## config.mk

```make
export PLATFORM = sky130hd
export DESIGN_NAME = lru_key_value_cache_unit_flat
export DESIGN_NICKNAME = d
export VERILOG_FILES = /design/src/hdl/lkvc_pkg.sv /design/src/hdl/lkvc_req_if.sv /design/src/hdl/lkvc_rsp_if.sv /design/src/hdl/lru_key_value_cache_unit.sv /design/src/hdl/lkvc_ram.sv /design/src/hdl/lkvc_ctrl.sv /design/src/hdl/lkvc_dp.sv /design/src/flat_wrapper.sv
export SDC_FILE = /design/constraint.sdc
export NUM_CORES = 2
export LEC_CHECK = 0
export BUFFER_PORTS_ARGS = -buffer_cell sky130_fd_sc_hd__buf_2
export CAP_MARGIN = 20
export CORE_MARGIN = 2
export CORE_UTILIZATION = 35
export DETAILED_ROUTE_END_ITERATION = 16
export GPL_TIMING_DRIVEN = 1
export PLACE_DENSITY = 0.56
export SYNTH_ARGS = -nofsm -noshare
export SYNTH_HDL_FRONTEND = slang
export SYNTH_SLANG_ARGS = --single-unit
export TNS_END_PERCENT = 5
```

## constraint.sdc

```tcl
create_clock -name clock -period 4.4 [get_ports clock]
set_clock_uncertainty 0.05 [all_clocks]
set_input_delay 0.44 -clock clock [delete_from_list [all_inputs] [get_ports clock]]
set_output_delay 0.44 -clock clock [all_outputs]
set_load 0.05 [all_outputs]
```

## src/hdl/lkvc_pkg.sv

```systemverilog
// Shared constants, state encoding and control structs for the LRU key-value cache.
package lkvc_pkg;

   localparam int KEY_W      = 32;
   localparam int VALUE_W    = 32;
   localparam int CAP_W      = 5;
   localparam int CSR_ADDR_W = 3;
   localparam int CSR_DATA_W = 32;

   localparam logic [CAP_W-1:0] CAP_RESET = 5'd16;

   localparam logic MODE_GET = 1'b0;
   localparam logic MODE_PUT = 1'b1;

   // Register index is the word address bit above the byte offset.
   localparam logic CSR_IDX_CAPACITY = 1'b0;

   typedef enum logic [2:0] {
      ST_IDLE   = 3'b001,
      ST_SEARCH = 3'b010,
      ST_COMMIT = 3'b100
   } ctrl_state_type;

   typedef struct packed {
      logic load;
      logic scan;
      logic commit;
   } dp_cmd_type;

   typedef struct packed {
      logic scan_done;
      logic is_get;
   } dp_stat_type;

endpackage

```

## src/hdl/lkvc_req_if.sv

```systemverilog
// Request channel interface: operation, key and value with valid/ready.
interface lkvc_req_if import lkvc_pkg::*; ();
   logic               valid;
   logic               ready;
   logic               mode;
   logic [KEY_W-1:0]   key;
   logic [VALUE_W-1:0] value;

   modport source (output valid, output mode, output key, output value, input ready);
   modport sink   (input valid, input mode, input key, input value, output ready);
endinterface

```

## src/hdl/lkvc_rsp_if.sv

```systemverilog
// Response channel interface: hit flag and looked-up data with valid/ready.
interface lkvc_rsp_if import lkvc_pkg::*; ();
   logic               valid;
   logic               ready;
   logic               hit;
   logic [VALUE_W-1:0] data_out;

   modport source (output valid, output hit, output data_out, input ready);
   modport sink   (input valid, input hit, input data_out, output ready);
endinterface

```

## src/hdl/lru_key_value_cache_unit.sv

```systemverilog
// Top level of the LRU key-value cache: channels, capacity register, controller and datapath.
// Fully associative key/value store with least-recently-used replacement. A get request
// (mode 0) returns hit and the stored value (zero on a miss) and makes the entry most
// recent; a put request (mode 1) updates or inserts an entry and returns nothing. Each
// request is accepted, then its key is compared against SLOTS = min(MAX_ENTRIES, 31) slots
// read one entry per cycle through the single read port of the entry RAM, and then
// committed; a get also waits at commit while the previous response has not
// been taken. The capacity register (byte address 0, reset 16) sets how many entries
// are kept; zero acts as one and values above SLOTS act as SLOTS. Lowering it keeps the
// contents until the next insert of a new key, which drops the oldest surplus entries.
module lru_key_value_cache_unit import lkvc_pkg::*; #(
   parameter int MAX_ENTRIES = 16
) (
   input  logic                  clock,
   input  logic                  reset,
   lkvc_req_if.sink              req,
   lkvc_rsp_if.source            rsp,
   input  logic                  psel,
   input  logic                  penable,
   input  logic                  pwrite,
   input  logic [CSR_ADDR_W-1:0] paddr,
   input  logic [CSR_DATA_W-1:0] pwdata,
   output logic [CSR_DATA_W-1:0] prdata,
   output logic                  pready
);

   localparam int CAP_MAX = (1 << CAP_W) - 1;
   localparam int SLOTS   = (MAX_ENTRIES < CAP_MAX) ? MAX_ENTRIES : CAP_MAX;

   logic [CAP_W-1:0] capacity_ff, capacity_in;
   logic [CAP_W-1:0] cap_m1;
   logic             csr_write;
   dp_cmd_type       cmd;
   dp_stat_type      stat;

   assign pready    = 1'b1;
   assign csr_write = psel && penable && pwrite && pready
                      && (paddr[CSR_ADDR_W-1] == CSR_IDX_CAPACITY);

   always_comb begin
      capacity_in = capacity_ff;
      if (csr_write) begin
         capacity_in = pwdata[CAP_W-1:0];
      end
   end

   always_ff @(posedge clock) begin
      if (reset) begin
         capacity_ff <= CAP_RESET;
      end else begin
         capacity_ff <= capacity_in;
      end
   end

   assign prdata = (paddr[CSR_ADDR_W-1] == CSR_IDX_CAPACITY) ? CSR_DATA_W'(capacity_ff) : '0;

   // effective capacity minus one; the effective capacity is clamped to one..SLOTS
   always_comb begin
      if (capacity_ff == '0) begin
         cap_m1 = '0;
      end else if (capacity_ff > CAP_W'(SLOTS)) begin
         cap_m1 = CAP_W'(SLOTS - 1);
      end else begin
         cap_m1 = capacity_ff - 1'b1;
      end
   end

   lkvc_ctrl u_ctrl (
      .clock    (clock),
      .reset    (reset),
      .req_valid(req.valid),
      .req_ready(req.ready),
      .rsp_valid(rsp.valid),
      .rsp_ready(rsp.ready),
      .stat     (stat),
      .cmd      (cmd)
   );

   lkvc_dp #(
      .MAX_ENTRIES(MAX_ENTRIES)
   ) u_dp (
      .clock       (clock),
      .reset       (reset),
      .cmd         (cmd),
      .stat        (stat),
      .req_mode    (req.mode),
      .req_key     (req.key),
      .req_value   (req.value),
      .cap_m1      (cap_m1),
      .rsp_hit     (rsp.hit),
      .rsp_data_out(rsp.data_out)
   );

`ifndef SYNTHESIS
   a_accept_busy: assert property (@(posedge clock) disable iff (reset)
      (req.valid && req.ready) |=> !req.ready)
      else $error("request accepted but block still ready");

   a_get_response: assert property (@(posedge clock) disable iff (reset)
      (cmd.commit && stat.is_get) |=> rsp.valid)
      else $error("get committed without a pending response");

   a_commit_idle: assert property (@(posedge clock) disable iff (reset)
      cmd.commit |=> req.ready)
      else $error("block not ready after commit");
`endif

endmodule

```

## src/hdl/lkvc_ram.sv

```systemverilog
// Generic simple dual-port RAM with one write port and one registered read port.
module lkvc_ram #(
   parameter int WIDTH = 64,
   parameter int DEPTH = 16,
   parameter int ADDR_W = (DEPTH > 1) ? $clog2(DEPTH) : 1
) (
   input  logic              clock,
   input  logic              wr_en,
   input  logic [ADDR_W-1:0] wr_addr,
   input  logic [WIDTH-1:0]  wr_data,
   input  logic [ADDR_W-1:0] rd_addr,
   output logic [WIDTH-1:0]  rd_data
);

   logic [WIDTH-1:0] mem [DEPTH];
   logic [WIDTH-1:0] rd_data_ff;

   always_ff @(posedge clock) begin
      if (wr_en) begin
         mem[wr_addr] <= wr_data;
      end
      rd_data_ff <= mem[rd_addr];
   end

   assign rd_data = rd_data_ff;

endmodule

```

## src/hdl/lkvc_ctrl.sv

```systemverilog
// Controller state machine: accept, search sweep, commit and response valid.
module lkvc_ctrl import lkvc_pkg::*; (
   input  logic        clock,
   input  logic        reset,
   input  logic        req_valid,
   output logic        req_ready,
   output logic        rsp_valid,
   input  logic        rsp_ready,
   input  dp_stat_type stat,
   output dp_cmd_type  cmd
);

   ctrl_state_type state_ff, state_in;
   logic           rsp_valid_ff, rsp_valid_in;
   logic           out_free;

   assign out_free = !rsp_valid_ff || rsp_ready;

   always_comb begin
      state_in  = state_ff;
      cmd       = '0;
      req_ready = 1'b0;
      case (state_ff)
         ST_IDLE: begin
            req_ready = 1'b1;
            if (req_valid) begin
               cmd.load = 1'b1;
               state_in = ST_SEARCH;
            end
         end
         ST_SEARCH: begin
            cmd.scan = 1'b1;
            if (stat.scan_done) begin
               state_in = ST_COMMIT;
            end
         end
         ST_COMMIT: begin
            // hold a get until the response register is free
            if (!stat.is_get || out_free) begin
               cmd.commit = 1'b1;
               state_in   = ST_IDLE;
            end
         end
         default: begin
            state_in = ST_IDLE;
         end
      endcase
   end

   always_comb begin
      rsp_valid_in = rsp_valid_ff;
      if (cmd.commit && stat.is_get) begin
         rsp_valid_in = 1'b1;
      end else if (rsp_ready) begin
         rsp_valid_in = 1'b0;
      end
   end

   always_ff @(posedge clock) begin
      if (reset) begin
         state_ff     <= ST_IDLE;
         rsp_valid_ff <= 1'b0;
      end else begin
         state_ff     <= state_in;
         rsp_valid_ff <= rsp_valid_in;
      end
   end

   assign rsp_valid = rsp_valid_ff;

endmodule

```

## src/hdl/lkvc_dp.sv

```systemverilog
// Datapath: entry RAM, key search sweep, recency ranks, occupancy and response data.
module lkvc_dp import lkvc_pkg::*; #(
   parameter int MAX_ENTRIES = 16
) (
   input  logic               clock,
   input  logic               reset,
   input  dp_cmd_type         cmd,
   output dp_stat_type        stat,
   input  logic               req_mode,
   input  logic [KEY_W-1:0]   req_key,
   input  logic [VALUE_W-1:0] req_value,
   input  logic [CAP_W-1:0]   cap_m1,
   output logic               rsp_hit,
   output logic [VALUE_W-1:0] rsp_data_out
);

   // capacity never exceeds what the register can hold, so no slot past that is used
   localparam int CAP_MAX = (1 << CAP_W) - 1;
   localparam int SLOTS   = (MAX_ENTRIES < CAP_MAX) ? MAX_ENTRIES : CAP_MAX;
   localparam int IDX_W   = (SLOTS > 1) ? $clog2(SLOTS) : 1;
   localparam int CNT_W   = $clog2(SLOTS + 1);
   localparam int RANK_W  = IDX_W;
   localparam int ENTRY_W = KEY_W + VALUE_W;

   logic               mode_ff;
   logic [KEY_W-1:0]   key_ff;
   logic [VALUE_W-1:0] value_ff;

   logic [CNT_W-1:0]   scan_cnt_ff, scan_cnt_in;
   logic               cmp_vld_ff, cmp_vld_in;
   logic [IDX_W-1:0]   cmp_idx_ff;
   logic               hit_ff, hit_in;
   logic [IDX_W-1:0]   hit_slot_ff;
   logic [VALUE_W-1:0] hit_value_ff;
   logic               free_found_ff, free_found_in;
   logic [IDX_W-1:0]   free_slot_ff;

   logic [SLOTS-1:0]   valid_ff, valid_in;
   logic [RANK_W-1:0]  rank_ff [SLOTS];
   logic [RANK_W-1:0]  rank_in [SLOTS];
   logic [CNT_W-1:0]   occ_ff, occ_in;

   logic               hit_out_ff;
   logic [VALUE_W-1:0] data_out_ff;

   logic               issue;
   logic [IDX_W-1:0]   rd_addr;
   logic [ENTRY_W-1:0] rd_data;
   logic [KEY_W-1:0]   rd_key;
   logic [VALUE_W-1:0] rd_value;
   logic               cur_valid;
   logic [RANK_W-1:0]  cur_rank;
   logic               key_match;
   logic               free_here;
   logic [RANK_W-1:0]  hit_rank;
   logic               wr_en;
   logic [IDX_W-1:0]   wr_addr;
   logic [ENTRY_W-1:0] wr_data;

   lkvc_ram #(
      .WIDTH (ENTRY_W),
      .DEPTH (SLOTS),
      .ADDR_W(IDX_W)
   ) u_entry_ram (
      .clock  (clock),
      .wr_en  (wr_en),
      .wr_addr(wr_addr),
      .wr_data(wr_data),
      .rd_addr(rd_addr),
      .rd_data(rd_data)
   );

   // one entry read per cycle; compare in the cycle after the address
   assign issue    = cmd.scan && (scan_cnt_ff < CNT_W'(SLOTS));
   assign rd_addr  = scan_cnt_ff[IDX_W-1:0];
   assign rd_key   = rd_data[ENTRY_W-1:VALUE_W];
   assign rd_value = rd_data[VALUE_W-1:0];

   assign cur_valid = valid_ff[cmp_idx_ff];
   assign cur_rank  = rank_ff[cmp_idx_ff];
   assign key_match = cmp_vld_ff && cur_valid && (rd_key == key_ff);
   // lowest slot that is free once entries beyond capacity are dropped
   assign free_here = cmp_vld_ff && !free_found_ff
                      && (!cur_valid || (CAP_W'(cur_rank) >= cap_m1));

   assign stat.scan_done = cmp_vld_ff && (cmp_idx_ff == IDX_W'(SLOTS - 1));
   assign stat.is_get    = (mode_ff == MODE_GET);

   always_comb begin
      scan_cnt_in   = scan_cnt_ff;
      cmp_vld_in    = issue;
      hit_in        = hit_ff;
      free_found_in = free_found_ff;
      if (cmd.load) begin
         scan_cnt_in   = '0;
         hit_in        = 1'b0;
         free_found_in = 1'b0;
      end else begin
         if (issue) begin
            scan_cnt_in = scan_cnt_ff + 1'b1;
         end
         if (key_match) begin
            hit_in = 1'b1;
         end
         if (free_here) begin
            free_found_in = 1'b1;
         end
      end
   end

   assign hit_rank = rank_ff[hit_slot_ff];

   always_comb begin
      valid_in = valid_ff;
      rank_in  = rank_ff;
      occ_in   = occ_ff;
      wr_en    = 1'b0;
      wr_addr  = hit_slot_ff;
      wr_data  = {key_ff, value_ff};
      if (cmd.commit) begin
         if (hit_ff) begin
            // age everything newer than the touched entry
            for (int i = 0; i < SLOTS; i++) begin
               if (valid_ff[i] && (rank_ff[i] < hit_rank)) begin
                  rank_in[i] = rank_ff[i] + 1'b1;
               end
            end
            rank_in[hit_slot_ff] = '0;
            if (mode_ff == MODE_PUT) begin
               wr_en = 1'b1;
            end
         end else if (mode_ff == MODE_PUT) begin
            // drop the oldest entries past capacity, age the rest
            for (int i = 0; i < SLOTS; i++) begin
               if (valid_ff[i]) begin
                  if (CAP_W'(rank_ff[i]) >= cap_m1) begin
                     valid_in[i] = 1'b0;
                  end else begin
                     rank_in[i] = rank_ff[i] + 1'b1;
                  end
               end
            end
            valid_in[free_slot_ff] = 1'b1;
            rank_in[free_slot_ff]  = '0;
            wr_en   = 1'b1;
            wr_addr = free_slot_ff;
            if (CAP_W'(occ_ff) > cap_m1) begin
               occ_in = CNT_W'(cap_m1) + 1'b1;
            end else begin
               occ_in = occ_ff + 1'b1;
            end
         end
      end
   end

   always_ff @(posedge clock) begin
      if (reset) begin
         scan_cnt_ff   <= '0;
         cmp_vld_ff    <= 1'b0;
         hit_ff        <= 1'b0;
         free_found_ff <= 1'b0;
         valid_ff      <= '0;
         occ_ff        <= '0;
      end else begin
         scan_cnt_ff   <= scan_cnt_in;
         cmp_vld_ff    <= cmp_vld_in;
         hit_ff        <= hit_in;
         free_found_ff <= free_found_in;
         valid_ff      <= valid_in;
         occ_ff        <= occ_in;
      end
   end

   always_ff @(posedge clock) begin
      rank_ff    <= rank_in;
      cmp_idx_ff <= rd_addr;
      if (cmd.load) begin
         mode_ff  <= req_mode;
         key_ff   <= req_key;
         value_ff <= req_value;
      end
      if (key_match) begin
         hit_slot_ff  <= cmp_idx_ff;
         hit_value_ff <= rd_value;
      end
      if (free_here) begin
         free_slot_ff <= cmp_idx_ff;
      end
      if (cmd.commit && (mode_ff == MODE_GET)) begin
         hit_out_ff  <= hit_ff;
         data_out_ff <= hit_ff ? hit_value_ff : '0;
      end
   end

   assign rsp_hit      = hit_out_ff;
   assign rsp_data_out = data_out_ff;

endmodule
```

## src/flat_wrapper.sv

```systemverilog
// flat-port wrapper written by rule: the top's interface ports become plain ports
module lru_key_value_cache_unit_flat import lkvc_pkg::*;
#(
   parameter int MAX_ENTRIES = 16
)
  (clock, reset, psel, penable, pwrite, paddr, pwdata, prdata, pready, req_valid, req_mode, req_key, req_value, req_ready, rsp_valid, rsp_hit, rsp_data_out, rsp_ready);
  lkvc_req_if req_i ();
  lkvc_rsp_if rsp_i ();
  input  logic clock;
  input  logic reset;
  input  logic psel;
  input  logic penable;
  input  logic pwrite;
  input  logic [CSR_ADDR_W-1:0] paddr;
  input  logic [CSR_DATA_W-1:0] pwdata;
  output logic [CSR_DATA_W-1:0] prdata;
  output logic pready;
  input wire logic [$bits(req_i.valid)-1:0] req_valid;
  input wire logic [$bits(req_i.mode)-1:0] req_mode;
  input wire logic [$bits(req_i.key)-1:0] req_key;
  input wire logic [$bits(req_i.value)-1:0] req_value;
  output wire logic [$bits(req_i.ready)-1:0] req_ready;
  output wire logic [$bits(rsp_i.valid)-1:0] rsp_valid;
  output wire logic [$bits(rsp_i.hit)-1:0] rsp_hit;
  output wire logic [$bits(rsp_i.data_out)-1:0] rsp_data_out;
  input wire logic [$bits(rsp_i.ready)-1:0] rsp_ready;
  assign req_i.valid = req_valid;
  assign req_i.mode = req_mode;
  assign req_i.key = req_key;
  assign req_i.value = req_value;
  assign req_ready = req_i.ready;
  assign rsp_valid = rsp_i.valid;
  assign rsp_hit = rsp_i.hit;
  assign rsp_data_out = rsp_i.data_out;
  assign rsp_i.ready = rsp_ready;
  lru_key_value_cache_unit #(.MAX_ENTRIES(MAX_ENTRIES)) u_core (.clock(clock), .reset(reset), .req(req_i), .rsp(rsp_i), .psel(psel), .penable(penable), .pwrite(pwrite), .paddr(paddr), .pwdata(pwdata), .prdata(prdata), .pready(pready));
endmodule
```

==> out/metrics.csv <==
metric,value,unit
run_status,finished clean,
gr-total-overflow,0,
clock-sinks,1327,
yosys-top-cells-area,"edfxtp_1 (67%), mux4_2 (15%), dfxtp_1 (3.7%)",
place_ws,386,ps
power_frac_clock,0.441,
r2r_end,u_core.u_dp.rank_ff[38],
ir_worst_vdd,0.340,mV
crit_path_end_kind,register,
layoutNonFillerInstCount,5368,
power_frac_seq,0.540,
rows,145,
via_count,28461,
drt_iter0_drc,2389,
die_w,400,microns
dieHeight,400,microns
drc,0,
design.die.area,160000,sq um
p_leak,0.0203,uW
slew_headroom,0.290,
grt_max_degree,115,
cp_max_fo,15,
power_density,405,nW/um^2
clock-root-buffer,clkbuf_16,
maxCapViolations,0,
synthCells,2875,
drv_slew,0,
hp-class,in2reg,
syn_area,55000,sq um
reg2reg_from,u_core.u_dp.hit_slot_ff[1],
fin_crit,4100,ps
syn_avg_cell_area,19.1,sq um
firstDrtPassIters,7,
synth.ff_latch_count,1327,
yosysTopAreaCell,edfxtp_1,
internal_power,20600,uW
cts_resized,0,
ys.flop_type,edfxtp_1,
core,156000,sq um
ant_nets,0,
routed_wl,134000,microns
dp_hpwl,76000,microns
worst_slack,305,ps
cts_inserted_buffers,142,
gr-usage-all-layers,0.167,
antenna_found_initial,4,
holdPathEnd,u_core.u_ctrl.state_ff[1],
max_freq,244,MHz
rsz0062_at_grt,no,
clock_latency,780,ps
r2r.worst_path.cells,9,
final_hold_viol_count,0,
io_pins,175,
cp.arrival,4660,ps
clk_pin_slew,60,ps
synth_edf_count,1226,
viasPerCell,5.30,
h-tree-depth,4,
synth_top_area_frac,0.669,
setup_tns,0,ps
yosys_warnings,0,
setup_violations,0,
wl_per_cell,25.0,microns
min_from,req_valid,
cts_tree,built,
cp_data_required_time,4960,ps
comb_power_share,0.019,
synthArstFlopShare,0,
grt_pass1_vias,28888,
drive_gt1_frac,0.267,
final_util,0.411,
grt_pass1_wl,198000,microns
clk_path_buf_depth,3,
cts_setup_buffers,0,
netlist-cell-type-count,83,
rrSetupSlack,300,ps
dp_cells,5036,
start_util,0.352,
gp_congestion,0.818,
cts_hold_buf,70,
swShare,0.209,
period_share,0.931,
fin_total_pwr,26000,uW
power.switching,5450,uW
worstSetupStartpointType,register,
hold_path_depth,3,
ys_seq_area_frac,0.706,
path_class,reg2reg,
io_buffers,117,
worst_pin_slew,1060,ps
syn_to_final_growth,16.6,%
final_nets,3434,
-- critical path: stages, from the launching register on --
cell,delay [ps]
edfxtp_1,820
mux4_2,460
mux4_2,470
inv_1,360
ha_1,340
a211oi_1,350
or4b_2,660
a21oi_4,190
o21ai_2,70
a22oi_2,180
-- final cells by class --
type | instances | area, sq um
repair buffers | 297 | 2590
well taps | 2058 | 2570
diodes | 1 | 2.50
flip-flops and latches | 1327 | 38900
clock inverters | 64 | 571
clock buffers | 197 | 3940
inverters | 74 | 280
fillers | 13707 | 92000
multi-input cells | 1350 | 15400
-- cell usage after synthesis (12+ instances only) --
library cell / count
nor2b_1: 23
buf_2: 37
o21a_1: 20
a21oi_1: 70
o211ai_1: 12
xnor2_1: 32
nand2_1: 53
nand4_1: 24
inv_1: 74
a211oi_1: 25
buf_4: 31
clkbuf_1: 64
nor2_1: 109
o21ai_1: 16
mux4_2: 359
nand2b_1: 33
and2_1: 40
edfxtp_1: 1226
ha_1: 135
dfxtp_1: 101
o31ai_1: 18
nor3_1: 41
nand3_1: 24
o21ai_0: 60
a22o_1: 15
-- per-stage QoR --
stage / hold slack (ps) / cell area, sq um
2_1_floorplan: 279 / 55100
3_3_place_gp: 336 / 59000
3_5_place_dp: 339 / 59000
4_1_cts: 41.6 / 64200
5_1_grt: 101 / 64200
6_report: 116 / 64200
-- logic make-up after synthesis --
logic type	Yosys count	share of synthesized area
and+or+nand+nor	404	0.0384
buffers and inverters	224	0.0195
xor gates and xnor gates	35	0.00557
AOI/OAI and AO/OA	371	0.0493
DFF	1327	0.706
adders and majority gates	136	0.0309
other	2	0.000137
muxes	376	0.150
-- worst max path at each step --
stage / slack, ps / cells past startpoint / from / to
2_1_floorplan: -390 / 8 / u_core.u_dp.hit_ff / u_core.u_dp.u_entry_ram.mem[3][0]
3_3_place_gp: 420 / 9 / u_core.u_dp.hit_slot_ff[1] / u_core.u_dp.rank_ff[14]
3_5_place_dp: 390 / 9 / u_core.u_dp.hit_slot_ff[1] / u_core.u_dp.rank_ff[14]
4_1_cts: 360 / 9 / u_core.u_dp.hit_slot_ff[1] / u_core.u_dp.rank_ff[38]
5_1_grt: 130 / 10 / u_core.u_dp.hit_slot_ff[1] / u_core.u_dp.rank_ff[31]
6_report: 300 / 9 / u_core.u_dp.hit_slot_ff[1] / u_core.u_dp.rank_ff[38]
-- cell usage in the layout (no fill, tap or decap), drive strengths merged, types with 8 or more instances in the layout --
cell	Yosys	routed
ha	135	135
nand2b	34	34
a31oi	11	11
nor3	42	42
o22ai	11	11
a22o	15	15
o31ai	18	18
clkinv	0	50
a21oi	84	84
inv	74	83
xnor2	32	32
nand4	24	24
a22oi	8	8
conb	2	28
dlygate4sd3	0	70
o21a	20	20
edfxtp	1226	1226
or2	11	11
a21o	11	11
mux4	359	359
o211ai	13	13
nor3b	11	11
nand2	54	54
mux2	10	10
dfxtp	101	101
nor2b	23	23
o21ai	81	81
o2111ai	10	10
a41oi	9	9
nand3	24	24
buf	86	227
nor2	110	110
a211oi	27	27
and2	40	40
clkbuf	64	197
-- per-layer routing --
metal,track usage,routed length [microns]
met1,0.233,59300
met2,0.270,64900
met4,0.0416,2390
met3,0.0305,7390
met5,0,0
-- registers in the layout (all words and copies together), names as in the netlist --
name	flops
u_core.u_dp.u_entry_ram.mem	1024
u_core.u_dp.rank_ff	64
u_core.u_dp.u_entry_ram.rd_data	64
u_core.u_dp.hit_value_ff	32
u_core.u_dp.key_ff	32
u_core.u_dp.rsp_data_out	32
u_core.u_dp.value_ff	32
u_core.u_dp.valid_ff	16
u_core.capacity_ff	5
u_core.u_dp.scan_cnt_ff	5
u_core.u_dp.cmp_idx_ff	4
u_core.u_dp.free_slot_ff	4
u_core.u_dp.hit_slot_ff	4
u_core.u_ctrl.state_ff	3
u_core.u_ctrl.rsp_valid	1
u_core.u_dp.cmp_vld_ff	1
u_core.u_dp.free_found_ff	1
u_core.u_dp.hit_ff	1
u_core.u_dp.mode_ff	1
u_core.u_dp.rsp_hit	1
-- power groups by stage --
stage	Sequential, uW	Clock [uW]	Combinational, uW
finish	14000	11500	495
global route	14100	12300	537
CTS	14000	11800	504
detailed placement	14300	0	453
global placement	14300	0	449
floorplan	14200	0	301
Note: power is estimated with default switching activity, not from simulation.
